[config.mk]
export PLATFORM = sky130hd
export DESIGN_NAME = fixed_capacity_multiset_table
export DESIGN_NICKNAME = d
export VERILOG_FILES = /design/src/design/fcmt_pkg.sv /design/src/design/fixed_capacity_multiset_table.sv /design/src/design/fcmt_ram.sv /design/src/design/fcmt_sequencer.sv /design/src/design/fcmt_datapath.sv
export SDC_FILE = /design/constraint.sdc
export NUM_CORES = 1
export LEC_CHECK = 0
export ABC_AREA = 1
export ABC_CLOCK_PERIOD_IN_PS = 7550
export BUFFER_PORTS_ARGS = -buffer_cell sky130_fd_sc_hd__buf_2
export CORE_MARGIN = 3
export CORE_UTILIZATION = 30
export DETAILED_ROUTE_END_ITERATION = 12
export PLACE_DENSITY = 0.55
export REMOVE_ABC_BUFFERS = 1
export SYNTH_ARGS = -nofsm -noshare
export SYNTH_HDL_FRONTEND = slang
export SYNTH_HIERARCHICAL = 1
export SYNTH_SLANG_ARGS = --single-unit
export TNS_END_PERCENT = 5
[constraint.sdc]
create_clock -name clk_i -period 7.55 [get_ports clk_i]
set_input_delay 1.8875 -clock clk_i [delete_from_list [all_inputs] [get_ports clk_i]]
set_output_delay 1.8875 -clock clk_i [all_outputs]
set_load 0.03 [all_outputs]
[src/design/fcmt_pkg.sv]
// ----------------------------------------------------------------------------
// fcmt_pkg: shared types and microcode for the multiset table
// Opcodes, sequencer step codes, control word and status layouts, and the
// read-only control store that the sequencer steps through.
// ----------------------------------------------------------------------------
package fcmt_pkg;

  localparam int CAPACITY_ITEMS_DEF = 32;
  localparam int VALUE_BITS_DEF     = 32;

  localparam int OPCODE_W    = 2;
  localparam int ITEM_W      = 32;
  localparam int CNT_FIELD_W = 6;
  localparam int OUT_DATA_W  = 16;

  typedef enum logic [1:0] {
    OP_INSERT      = 2'd0,
    OP_ERASE_ALL   = 2'd1,
    OP_ERASE_FIRST = 2'd2,
    OP_COUNT       = 2'd3
  } opcode_e;

  // Steps of the control program.
  typedef enum logic [2:0] {
    ST_IDLE = 3'd0,
    ST_INS  = 3'd1,
    ST_SCAN = 3'd2,
    ST_CMP  = 3'd3,
    ST_MOVE = 3'd4,
    ST_DONE = 3'd5
  } step_e;

  // Datapath action of one step.
  typedef enum logic [2:0] {
    ACT_LOAD    = 3'd0,
    ACT_INSERT  = 3'd1,
    ACT_READ    = 3'd2,
    ACT_COMPARE = 3'd3,
    ACT_MOVE    = 3'd4,
    ACT_EMIT    = 3'd5
  } act_e;

  // Branch condition of one step; each picks hold, target A or target B.
  typedef enum logic [2:0] {
    C_START   = 3'd0,
    C_ALWAYS  = 3'd1,
    C_EMPTY   = 3'd2,
    C_COMPARE = 3'd3,
    C_MOVE    = 3'd4,
    C_OUT     = 3'd5
  } cond_e;

  typedef struct packed {
    act_e  act;
    cond_e cond;
    step_e tgt_a;
    step_e tgt_b;
  } ctrl_t;

  typedef struct packed {
    logic in_fire;
    logic start_insert;
    logic scan_empty;
    logic erase_hit;
    logic scan_last;
    logic erase_first;
    logic out_busy;
  } stat_t;

  function automatic ctrl_t ucode(step_e step);
    ctrl_t w;
    case (step)
      ST_IDLE: w = '{act: ACT_LOAD,    cond: C_START,   tgt_a: ST_INS,  tgt_b: ST_SCAN};
      ST_INS:  w = '{act: ACT_INSERT,  cond: C_ALWAYS,  tgt_a: ST_DONE, tgt_b: ST_DONE};
      ST_SCAN: w = '{act: ACT_READ,    cond: C_EMPTY,   tgt_a: ST_DONE, tgt_b: ST_CMP};
      ST_CMP:  w = '{act: ACT_COMPARE, cond: C_COMPARE, tgt_a: ST_MOVE, tgt_b: ST_DONE};
      ST_MOVE: w = '{act: ACT_MOVE,    cond: C_MOVE,    tgt_a: ST_DONE, tgt_b: ST_SCAN};
      ST_DONE: w = '{act: ACT_EMIT,    cond: C_OUT,     tgt_a: ST_IDLE, tgt_b: ST_IDLE};
      default: w = '{act: ACT_LOAD,    cond: C_START,   tgt_a: ST_INS,  tgt_b: ST_SCAN};
    endcase
    return w;
  endfunction

endpackage

[src/design/fixed_capacity_multiset_table.sv]
// ----------------------------------------------------------------------------
// fixed_capacity_multiset_table: unordered multiset of up to CAPACITY_ITEMS
// Insert, erase-one, erase-all and count over a compact slot store, run by a
// small microcoded sequencer; one result item per request item.
// ----------------------------------------------------------------------------
// The block holds its entries in slots 0 to fill-1 of a single-port-read RAM
// and handles one request at a time. Count and erase-all scan all fill slots,
// comparing one slot per cycle through the RAM read port while no entry is
// removed; each entry removed by erase-all inserts a fetch of the last entry,
// then a re-read of the refilled slot. Erase-one stops at the first match.
// A new request is accepted once the previous result sits in the output
// register, even if it is not yet taken. The slot store needs no clearing
// after reset. An insert into a full store reports full_error and changes
// nothing.
module fixed_capacity_multiset_table #(
  parameter int CAPACITY_ITEMS = fcmt_pkg::CAPACITY_ITEMS_DEF,
  parameter int VALUE_BITS     = fcmt_pkg::VALUE_BITS_DEF
) (
  input  logic                               clk_i,
  input  logic                               rst_ni,
  input  logic                               s_axis_tvalid_i,
  output logic                               s_axis_tready_o,
  // [31:0] item_value (signed)
  input  logic signed [fcmt_pkg::ITEM_W-1:0] s_axis_tdata_i,
  // [1:0] opcode
  input  logic [fcmt_pkg::OPCODE_W-1:0]      s_axis_tuser_i,
  output logic                               m_axis_tvalid_o,
  input  logic                               m_axis_tready_i,
  // [5:0] match_count, [6] found, [7] full_error, [13:8] fill_level, [15:14] zero
  output logic [fcmt_pkg::OUT_DATA_W-1:0]    m_axis_tdata_o
);

  fcmt_pkg::ctrl_t ctrl;
  fcmt_pkg::stat_t stat;

  fcmt_sequencer u_seq (
    .clk_i  (clk_i),
    .rst_ni (rst_ni),
    .stat_i (stat),
    .ctrl_o (ctrl)
  );

  fcmt_datapath #(
    .CAPACITY_ITEMS (CAPACITY_ITEMS),
    .VALUE_BITS     (VALUE_BITS)
  ) u_dp (
    .clk_i           (clk_i),
    .rst_ni          (rst_ni),
    .ctrl_i          (ctrl),
    .stat_o          (stat),
    .s_axis_tvalid_i (s_axis_tvalid_i),
    .s_axis_tready_o (s_axis_tready_o),
    .s_axis_tdata_i  (s_axis_tdata_i),
    .s_axis_tuser_i  (s_axis_tuser_i),
    .m_axis_tvalid_o (m_axis_tvalid_o),
    .m_axis_tready_i (m_axis_tready_i),
    .m_axis_tdata_o  (m_axis_tdata_o)
  );

`ifndef SYNTHESIS
  // One request at a time: right after an accepted item the block is busy.
  a_one_at_a_time: assert property (@(posedge clk_i) disable iff (!rst_ni)
    (s_axis_tvalid_i && s_axis_tready_o) |=> !s_axis_tready_o)
    else $error("input accepted twice in a row");

  // A refused insert only happens with the store at capacity.
  a_full_error_fill: assert property (@(posedge clk_i) disable iff (!rst_ni)
    (m_axis_tvalid_o && m_axis_tdata_o[7]) |->
      (m_axis_tdata_o[13:8] == fcmt_pkg::CNT_FIELD_W'(CAPACITY_ITEMS)))
    else $error("full_error reported below capacity");

  // found belongs to erase-one alone, which reports no count and no error.
  a_found_alone: assert property (@(posedge clk_i) disable iff (!rst_ni)
    (m_axis_tvalid_o && m_axis_tdata_o[6]) |->
      (m_axis_tdata_o[5:0] == '0 && !m_axis_tdata_o[7]))
    else $error("found reported together with a count or an error");
`endif

endmodule

[src/design/fcmt_ram.sv]
// ----------------------------------------------------------------------------
// fcmt_ram: generic single-write, single-read RAM
// One write port and one read port with registered read data.
// ----------------------------------------------------------------------------
module fcmt_ram #(
  parameter int WIDTH = 32,
  parameter int DEPTH = 32,
  localparam int AW = (DEPTH > 1) ? $clog2(DEPTH) : 1
) (
  input  logic             clk_i,
  input  logic             we_i,
  input  logic [AW-1:0]    waddr_i,
  input  logic [WIDTH-1:0] wdata_i,
  input  logic [AW-1:0]    raddr_i,
  output logic [WIDTH-1:0] rdata_o
);

  logic [WIDTH-1:0] mem_q [DEPTH];
  logic [WIDTH-1:0] rdata_q;

  always_ff @(posedge clk_i) begin
    if (we_i) begin
      mem_q[waddr_i] <= wdata_i;
    end
    rdata_q <= mem_q[raddr_i];
  end

  assign rdata_o = rdata_q;

endmodule

[src/design/fcmt_sequencer.sv]
// ----------------------------------------------------------------------------
// fcmt_sequencer: microcode sequencer of the multiset table
// Holds the step counter, fetches the control word and resolves the branch.
// ----------------------------------------------------------------------------
module fcmt_sequencer (
  input  logic           clk_i,
  input  logic           rst_ni,
  input  fcmt_pkg::stat_t stat_i,
  output fcmt_pkg::ctrl_t ctrl_o
);

  fcmt_pkg::step_e pc_q, pc_d;
  fcmt_pkg::ctrl_t word;

  always_ff @(posedge clk_i or negedge rst_ni) begin
    if (!rst_ni) begin
      pc_q <= fcmt_pkg::ST_IDLE;
    end else begin
      pc_q <= pc_d;
    end
  end

  always_comb begin
    word = fcmt_pkg::ucode(pc_q);
    pc_d = pc_q;
    case (word.cond)
      fcmt_pkg::C_START: begin
        if (stat_i.in_fire) begin
          pc_d = stat_i.start_insert ? word.tgt_a : word.tgt_b;
        end
      end
      fcmt_pkg::C_ALWAYS: begin
        pc_d = word.tgt_a;
      end
      fcmt_pkg::C_EMPTY: begin
        pc_d = stat_i.scan_empty ? word.tgt_a : word.tgt_b;
      end
      fcmt_pkg::C_COMPARE: begin
        // Stay on this step while slots stream past without a removal.
        if (stat_i.erase_hit) begin
          pc_d = word.tgt_a;
        end else if (stat_i.scan_last) begin
          pc_d = word.tgt_b;
        end
      end
      fcmt_pkg::C_MOVE: begin
        pc_d = stat_i.erase_first ? word.tgt_a : word.tgt_b;
      end
      fcmt_pkg::C_OUT: begin
        if (!stat_i.out_busy) begin
          pc_d = word.tgt_a;
        end
      end
      default: begin
        pc_d = fcmt_pkg::ST_IDLE;
      end
    endcase
  end

  assign ctrl_o = word;

endmodule

[src/design/fcmt_datapath.sv]
// ----------------------------------------------------------------------------
// fcmt_datapath: slot store, scan registers and result register
// Executes the action of each control word and reports branch status.
// ----------------------------------------------------------------------------
module fcmt_datapath #(
  parameter int CAPACITY_ITEMS = fcmt_pkg::CAPACITY_ITEMS_DEF,
  parameter int VALUE_BITS     = fcmt_pkg::VALUE_BITS_DEF
) (
  input  logic                                   clk_i,
  input  logic                                   rst_ni,
  input  fcmt_pkg::ctrl_t                        ctrl_i,
  output fcmt_pkg::stat_t                        stat_o,
  input  logic                                   s_axis_tvalid_i,
  output logic                                   s_axis_tready_o,
  input  logic signed [fcmt_pkg::ITEM_W-1:0]     s_axis_tdata_i,
  input  logic [fcmt_pkg::OPCODE_W-1:0]          s_axis_tuser_i,
  output logic                                   m_axis_tvalid_o,
  input  logic                                   m_axis_tready_i,
  output logic [fcmt_pkg::OUT_DATA_W-1:0]        m_axis_tdata_o
);

  localparam int IW = $clog2(CAPACITY_ITEMS + 1);
  localparam int AW = (CAPACITY_ITEMS > 1) ? $clog2(CAPACITY_ITEMS) : 1;
  localparam int CW = fcmt_pkg::CNT_FIELD_W;

  fcmt_pkg::opcode_e     op_q, op_d;
  logic [VALUE_BITS-1:0] val_q, val_d;
  logic [IW-1:0]         idx_q, idx_d;
  logic [IW-1:0]         fill_q, fill_d;
  logic [IW-1:0]         cnt_q, cnt_d;
  logic                  hit_q, hit_d;
  logic                  err_q, err_d;
  logic                  out_valid_q, out_valid_d;
  logic [fcmt_pkg::OUT_DATA_W-1:0] out_data_q, out_data_d;

  logic                  ram_we;
  logic [AW-1:0]         ram_waddr;
  logic [VALUE_BITS-1:0] ram_wdata;
  logic [AW-1:0]         ram_raddr;
  logic [VALUE_BITS-1:0] ram_rdata;

  logic [IW-1:0] idx_nxt;
  logic [IW-1:0] fill_dec;
  logic          in_fire;
  logic          is_erase;
  logic          slot_match;
  logic          store_full;
  logic          out_busy;

  fcmt_ram #(
    .WIDTH (VALUE_BITS),
    .DEPTH (CAPACITY_ITEMS)
  ) u_slots (
    .clk_i   (clk_i),
    .we_i    (ram_we),
    .waddr_i (ram_waddr),
    .wdata_i (ram_wdata),
    .raddr_i (ram_raddr),
    .rdata_o (ram_rdata)
  );

  assign s_axis_tready_o = (ctrl_i.act == fcmt_pkg::ACT_LOAD);
  assign in_fire         = s_axis_tvalid_i && s_axis_tready_o;
  assign idx_nxt         = idx_q + IW'(1);
  assign fill_dec        = fill_q - IW'(1);
  assign is_erase        = (op_q == fcmt_pkg::OP_ERASE_ALL) ||
                           (op_q == fcmt_pkg::OP_ERASE_FIRST);
  assign slot_match      = (ram_rdata == val_q);
  assign store_full      = (fill_q >= IW'(CAPACITY_ITEMS));
  assign out_busy        = out_valid_q && !m_axis_tready_i;

  always_comb begin
    stat_o.in_fire      = in_fire;
    stat_o.start_insert = (fcmt_pkg::opcode_e'(s_axis_tuser_i) == fcmt_pkg::OP_INSERT);
    stat_o.scan_empty   = (idx_q >= fill_q);
    stat_o.erase_hit    = slot_match && is_erase;
    stat_o.scan_last    = (idx_nxt >= fill_q);
    stat_o.erase_first  = (op_q == fcmt_pkg::OP_ERASE_FIRST);
    stat_o.out_busy     = out_busy;
  end

  always_comb begin
    op_d        = op_q;
    val_d       = val_q;
    idx_d       = idx_q;
    fill_d      = fill_q;
    cnt_d       = cnt_q;
    hit_d       = hit_q;
    err_d       = err_q;
    out_data_d  = out_data_q;
    out_valid_d = out_valid_q && !m_axis_tready_i;
    ram_we      = 1'b0;
    ram_waddr   = idx_q[AW-1:0];
    ram_wdata   = ram_rdata;
    ram_raddr   = idx_q[AW-1:0];
    case (ctrl_i.act)
      fcmt_pkg::ACT_LOAD: begin
        if (in_fire) begin
          op_d  = fcmt_pkg::opcode_e'(s_axis_tuser_i);
          val_d = VALUE_BITS'($unsigned(s_axis_tdata_i));
          idx_d = '0;
          cnt_d = '0;
          hit_d = 1'b0;
          err_d = 1'b0;
        end
      end
      fcmt_pkg::ACT_INSERT: begin
        if (store_full) begin
          err_d = 1'b1;
        end else begin
          ram_we    = 1'b1;
          ram_waddr = fill_q[AW-1:0];
          ram_wdata = val_q;
          fill_d    = fill_q + IW'(1);
        end
      end
      fcmt_pkg::ACT_READ: begin
        ram_raddr = idx_q[AW-1:0];
      end
      fcmt_pkg::ACT_COMPARE: begin
        if (slot_match && is_erase) begin
          // Fetch the last entry; it fills the matched slot in the next step.
          fill_d    = fill_dec;
          ram_raddr = fill_dec[AW-1:0];
        end else begin
          if (slot_match) begin
            cnt_d = cnt_q + IW'(1);
          end
          idx_d     = idx_nxt;
          ram_raddr = idx_nxt[AW-1:0];
        end
      end
      fcmt_pkg::ACT_MOVE: begin
        ram_we    = 1'b1;
        ram_waddr = idx_q[AW-1:0];
        ram_wdata = ram_rdata;
        if (op_q == fcmt_pkg::OP_ERASE_FIRST) begin
          hit_d = 1'b1;
        end else begin
          cnt_d = cnt_q + IW'(1);
        end
      end
      fcmt_pkg::ACT_EMIT: begin
        if (!out_busy) begin
          out_valid_d = 1'b1;
          out_data_d  = {2'b00, CW'(fill_q), err_q, hit_q, CW'(cnt_q)};
        end
      end
      default: begin
        ram_we = 1'b0;
      end
    endcase
  end

  always_ff @(posedge clk_i or negedge rst_ni) begin
    if (!rst_ni) begin
      op_q        <= fcmt_pkg::OP_INSERT;
      idx_q       <= '0;
      fill_q      <= '0;
      cnt_q       <= '0;
      hit_q       <= 1'b0;
      err_q       <= 1'b0;
      out_valid_q <= 1'b0;
    end else begin
      op_q        <= op_d;
      idx_q       <= idx_d;
      fill_q      <= fill_d;
      cnt_q       <= cnt_d;
      hit_q       <= hit_d;
      err_q       <= err_d;
      out_valid_q <= out_valid_d;
    end
  end

  always_ff @(posedge clk_i) begin
    val_q      <= val_d;
    out_data_q <= out_data_d;
  end

  assign m_axis_tvalid_o = out_valid_q;
  assign m_axis_tdata_o  = out_data_q;

endmodule

==> impl_metrics.env <==
export IMPL_cts_resized=0
export IMPL_min_delay_src="u_dp/err_q$_DFFE_PN0P_"
export IMPL_first_pass_iters=6
export IMPL_clock_sinks=1128
export IMPL_post_cts_hold_buffer_count=0
export IMPL_numPortBuffers=53
export IMPL_routed_wl_um=129100
export IMPL_maxClockFrequency_mhz=188.3
export IMPL_postSynthCellCount=4094
export IMPL_power_per_cell_area_nw_per_um2=457.1
export IMPL_antenna_found_initial=0
export IMPL_via_count_of_the_first_global_routing_pass=28375
export IMPL_comb_power_share_pct=37.8
export IMPL_final_setup_tns_ps=0
export IMPL_detail_route_iter0_violations=3192
export IMPL_cell_area_after_placement_um2=49010
export IMPL_worst_setup_path_type="reg2reg"
export IMPL_worstPathRequired_ps=8210
export IMPL_grt_start_max_net_pins=178
export IMPL_post_route_cell_area_um2=52820
export IMPL_clock_insertion_delay_worst_skew_ps=720
export IMPL_floorplan_rows=144
export IMPL_die_area_um2=161000
export IMPL_timing_critical_path_fanout_max=154
export IMPL_timing_final_hold_violations=0
export IMPL_switching_power_uw=9697
export IMPL_boundaryPins=56
export IMPL_min_delay_path_depth=0
export IMPL_avgViaCountPerCell=4.827
export IMPL_cts_buffers_inserted=117
export IMPL_drcViolationCount=0
export IMPL_floorplan_initialDensity_pct=30.32
export IMPL_routabilityCongestion=0.7835
export IMPL_worst_reg2reg_endpoint="u_dp/u_slots/rdata_o[23]$_DFF_P_"
export IMPL_reg2reg_depth=19
export IMPL_result_of_the_run="completed"
export IMPL_worst_slew_margin_relative_to_its_limit_pct=11.41
export IMPL_finalCriticalPeriod_ps=5311
export IMPL_total_half_perimeter_wirelength_after_legalization_and_detailed_placement_um=73590
export IMPL_cts_setup_buffers=0
export IMPL_endpoint_kind="flip-flop"
export IMPL_grt_pass1_wl_um=191200
export IMPL_clock_power_share_pct=23.6
export IMPL_synth_warnings=6
export IMPL_core_area_um2=154600
export IMPL_cts_tree="built"
export IMPL_chipHeight_um=401.3
export IMPL_drv_max_cap_violation_count=0
export IMPL_drive_above_1_share_pct=8.816
export IMPL_holdPathEnd="u_dp/m_axis_tdata_o[7]$_DFFE_PP_"
export IMPL_timing_reg2reg_setup_slack_ps=2240
export IMPL_report_final_slew_viol_count=0
export IMPL_setup_repair_after_global_routing_missed_its_margin="false"
export IMPL_num_nets_final=4157
export IMPL_cts_htree_levels=3
export IMPL_grt_overflow_total=0
export IMPL_clkSlewWorstSetupHoldPaths_ps=60
export IMPL_peakVddDrop_mv=0.4090
export IMPL_total_power_uw=24140
export IMPL_clock_tree_buffer_depth=3
export IMPL_die_width_um=401.3
export IMPL_final_min_period_over_clock_period_pct=70.35
export IMPL_startpoint_type="flip-flop"
export IMPL_power_leakage_uw=0.01932
export IMPL_num_vias=30133
export IMPL_r2r_start="u_dp/val_q[2]$_DFFE_PP_"
export IMPL_detail_route_antenna_nets=0
export IMPL_hp_class="reg2reg"
export IMPL_seqPwrFrac_pct=38.6
export IMPL_power_internal_uw=14440
export IMPL_synthesis_area_um2=46870
export IMPL_timing_critical_path_arrival_ps=5970
export IMPL_fin_skew_ps=27.68
export IMPL_wire_per_inst_um=20.69
export IMPL_avgSynthCellArea_um2=11.45
export IMPL_clock_tree_root_driver_cell="sky130_fd_sc_hd__clkbuf_16"
export IMPL_setup_violations_final=0
export IMPL_flow_area_growth_from_synthesis_pct=12.68
export IMPL_switching_share_pct=40.17
export IMPL_tightest_slew_ps=1326
export IMPL_grtUsageTotal_pct=15.70
## worst max path at each step
stage / startpoint / endpoint / slack (ps) / cells past startpoint
after floorplan: u_seq/pc_q[1]$_DFFE_PN0P_ / u_dp/u_slots/rdata_o[0]$_DFF_P_ / -21080 / 17
after CTS: u_seq/pc_q[1]$_DFFE_PN0P_ / u_dp/u_slots/mem_q[31][27]$_DFFE_PP_ / 2230 / 13
after global routing: u_seq/pc_q[1]$_DFFE_PN0P_ / u_dp/u_slots/mem_q[31][5]$_DFFE_PP_ / 1920 / 13
after global placement: u_seq/pc_q[1]$_DFFE_PN0P_ / u_dp/u_slots/mem_q[31][25]$_DFFE_PP_ / 2310 / 13
final: u_dp/val_q[2]$_DFFE_PP_ / u_dp/u_slots/rdata_o[23]$_DFF_P_ / 2240 / 19
after detailed placement: u_seq/pc_q[1]$_DFFE_PN0P_ / u_dp/u_slots/mem_q[31][17]$_DFFE_PP_ / 2260 / 13
## per-layer routing
layer  part of all wire [%]  global-route usage, %  wire length (µm)
met4                    2.8                  4.825              3627
met1                     44                  21.99             56550
met2                     46                  24.87             59920
met5                      0                      0                 0
met3                    7.0                  2.739              9036
## power groups by stage
stage,clock network [µW],registers (µW),logic [µW]
6_report,5690,9320,9120
3_5_place_dp,0,9450,9170
3_3_place_gp,0,9440,9070
4_1_cts,5820,9330,9200
2_1_floorplan,0,9430,5300
5_1_grt,6080,9370,10100
## sequential cells by signal, indices dropped and copies added, names as in the netlist
| register | flops |
|---|---|
| u_dp/fill_q | 6 |
| u_dp/hit_q | 1 |
| u_dp/u_slots/rdata_o | 32 |
| u_dp/val_q | 32 |
| u_dp/err_q | 1 |
| u_dp/idx_q | 6 |
| u_dp/cnt_q | 6 |
| u_dp/u_slots/mem_q | 1024 |
| u_dp/m_axis_tvalid_o | 1 |
| u_dp/op_q | 2 |
| u_dp/m_axis_tdata_o | 14 |
| u_seq/pc_q | 3 |
## metrics by stage
stage	hold slack, ps	utilization [%]	worst slack, ps	std cells
finish	479.8	34.17	2239	6242
global route	501.3	34.17	1924	6241
CTS	498.6	34.17	2230	6241
detailed placement	485.6	31.70	2255	6026
global placement	475.9	31.70	2312	6026
floorplan	418.6	-	-21080	3860
## layout by cell type, fill, tap and decap left out, types with 3 or more instances in the layout
cell	count
sky130_fd_sc_hd__a21boi_0	4
sky130_fd_sc_hd__buf_12	6
sky130_fd_sc_hd__buf_2	53
sky130_fd_sc_hd__buf_4	63
sky130_fd_sc_hd__bufinv_16	7
sky130_fd_sc_hd__clkbuf_1	30
sky130_fd_sc_hd__clkbuf_16	121
sky130_fd_sc_hd__clkbuf_8	17
sky130_fd_sc_hd__clkinv_1	14
sky130_fd_sc_hd__clkinv_2	19
sky130_fd_sc_hd__clkinvlp_4	3
sky130_fd_sc_hd__dfrtp_1	26
sky130_fd_sc_hd__dfxtp_1	32
sky130_fd_sc_hd__edfxtp_1	1070
sky130_fd_sc_hd__ha_1	18
sky130_fd_sc_hd__inv_1	66
sky130_fd_sc_hd__inv_2	9
sky130_fd_sc_hd__inv_6	4
sky130_fd_sc_hd__nand2_1	1662
sky130_fd_sc_hd__nand2_2	7
sky130_fd_sc_hd__nand3_1	799
sky130_fd_sc_hd__nand3_4	4
sky130_fd_sc_hd__nand4_1	3
sky130_fd_sc_hd__nor2_1	27
sky130_fd_sc_hd__nor2_2	3
sky130_fd_sc_hd__nor2_4	35
sky130_fd_sc_hd__nor3_1	7
sky130_fd_sc_hd__o21ai_0	19
sky130_fd_sc_hd__o21ai_1	8
sky130_fd_sc_hd__o21ai_4	3
sky130_fd_sc_hd__xnor2_1	23
sky130_fd_sc_hd__xor2_1	10
## worst max-delay path: stages (launching register included)
cell and delay (ps):
sky130_fd_sc_hd__edfxtp_1 430, sky130_fd_sc_hd__xnor2_1 520, sky130_fd_sc_hd__nand2_1 210, sky130_fd_sc_hd__nor2_1 170, sky130_fd_sc_hd__nand2_1 210, sky130_fd_sc_hd__nor2_2 260, sky130_fd_sc_hd__nand3_4 160, sky130_fd_sc_hd__nand3_1 130
sky130_fd_sc_hd__o211ai_1 180, sky130_fd_sc_hd__buf_12 280, sky130_fd_sc_hd__inv_16 530, sky130_fd_sc_hd__buf_4 870, sky130_fd_sc_hd__nand2_1 100, sky130_fd_sc_hd__nand3_1 110, sky130_fd_sc_hd__nand3_1 130, sky130_fd_sc_hd__nand2_1 110
sky130_fd_sc_hd__nand2_1 140, sky130_fd_sc_hd__nand2_1 180, sky130_fd_sc_hd__nand2_1 60, sky130_fd_sc_hd__nand2_1 80
## final cells by class
class                           count  area (µm²)
Inverter                           79       326.6
Clock buffer                      168        3374
Timing Repair Buffer              122       858.3
Multi-Input combinational cell   2653       11850
Antenna cell                        1       2.502
Fill cell                       15171      101800
Tap cell                         2044        2557
Clock inverter                     47       430.4
Sequential cell                  1128       33420
No activity file was read; power rests on OpenSTA's default activity.
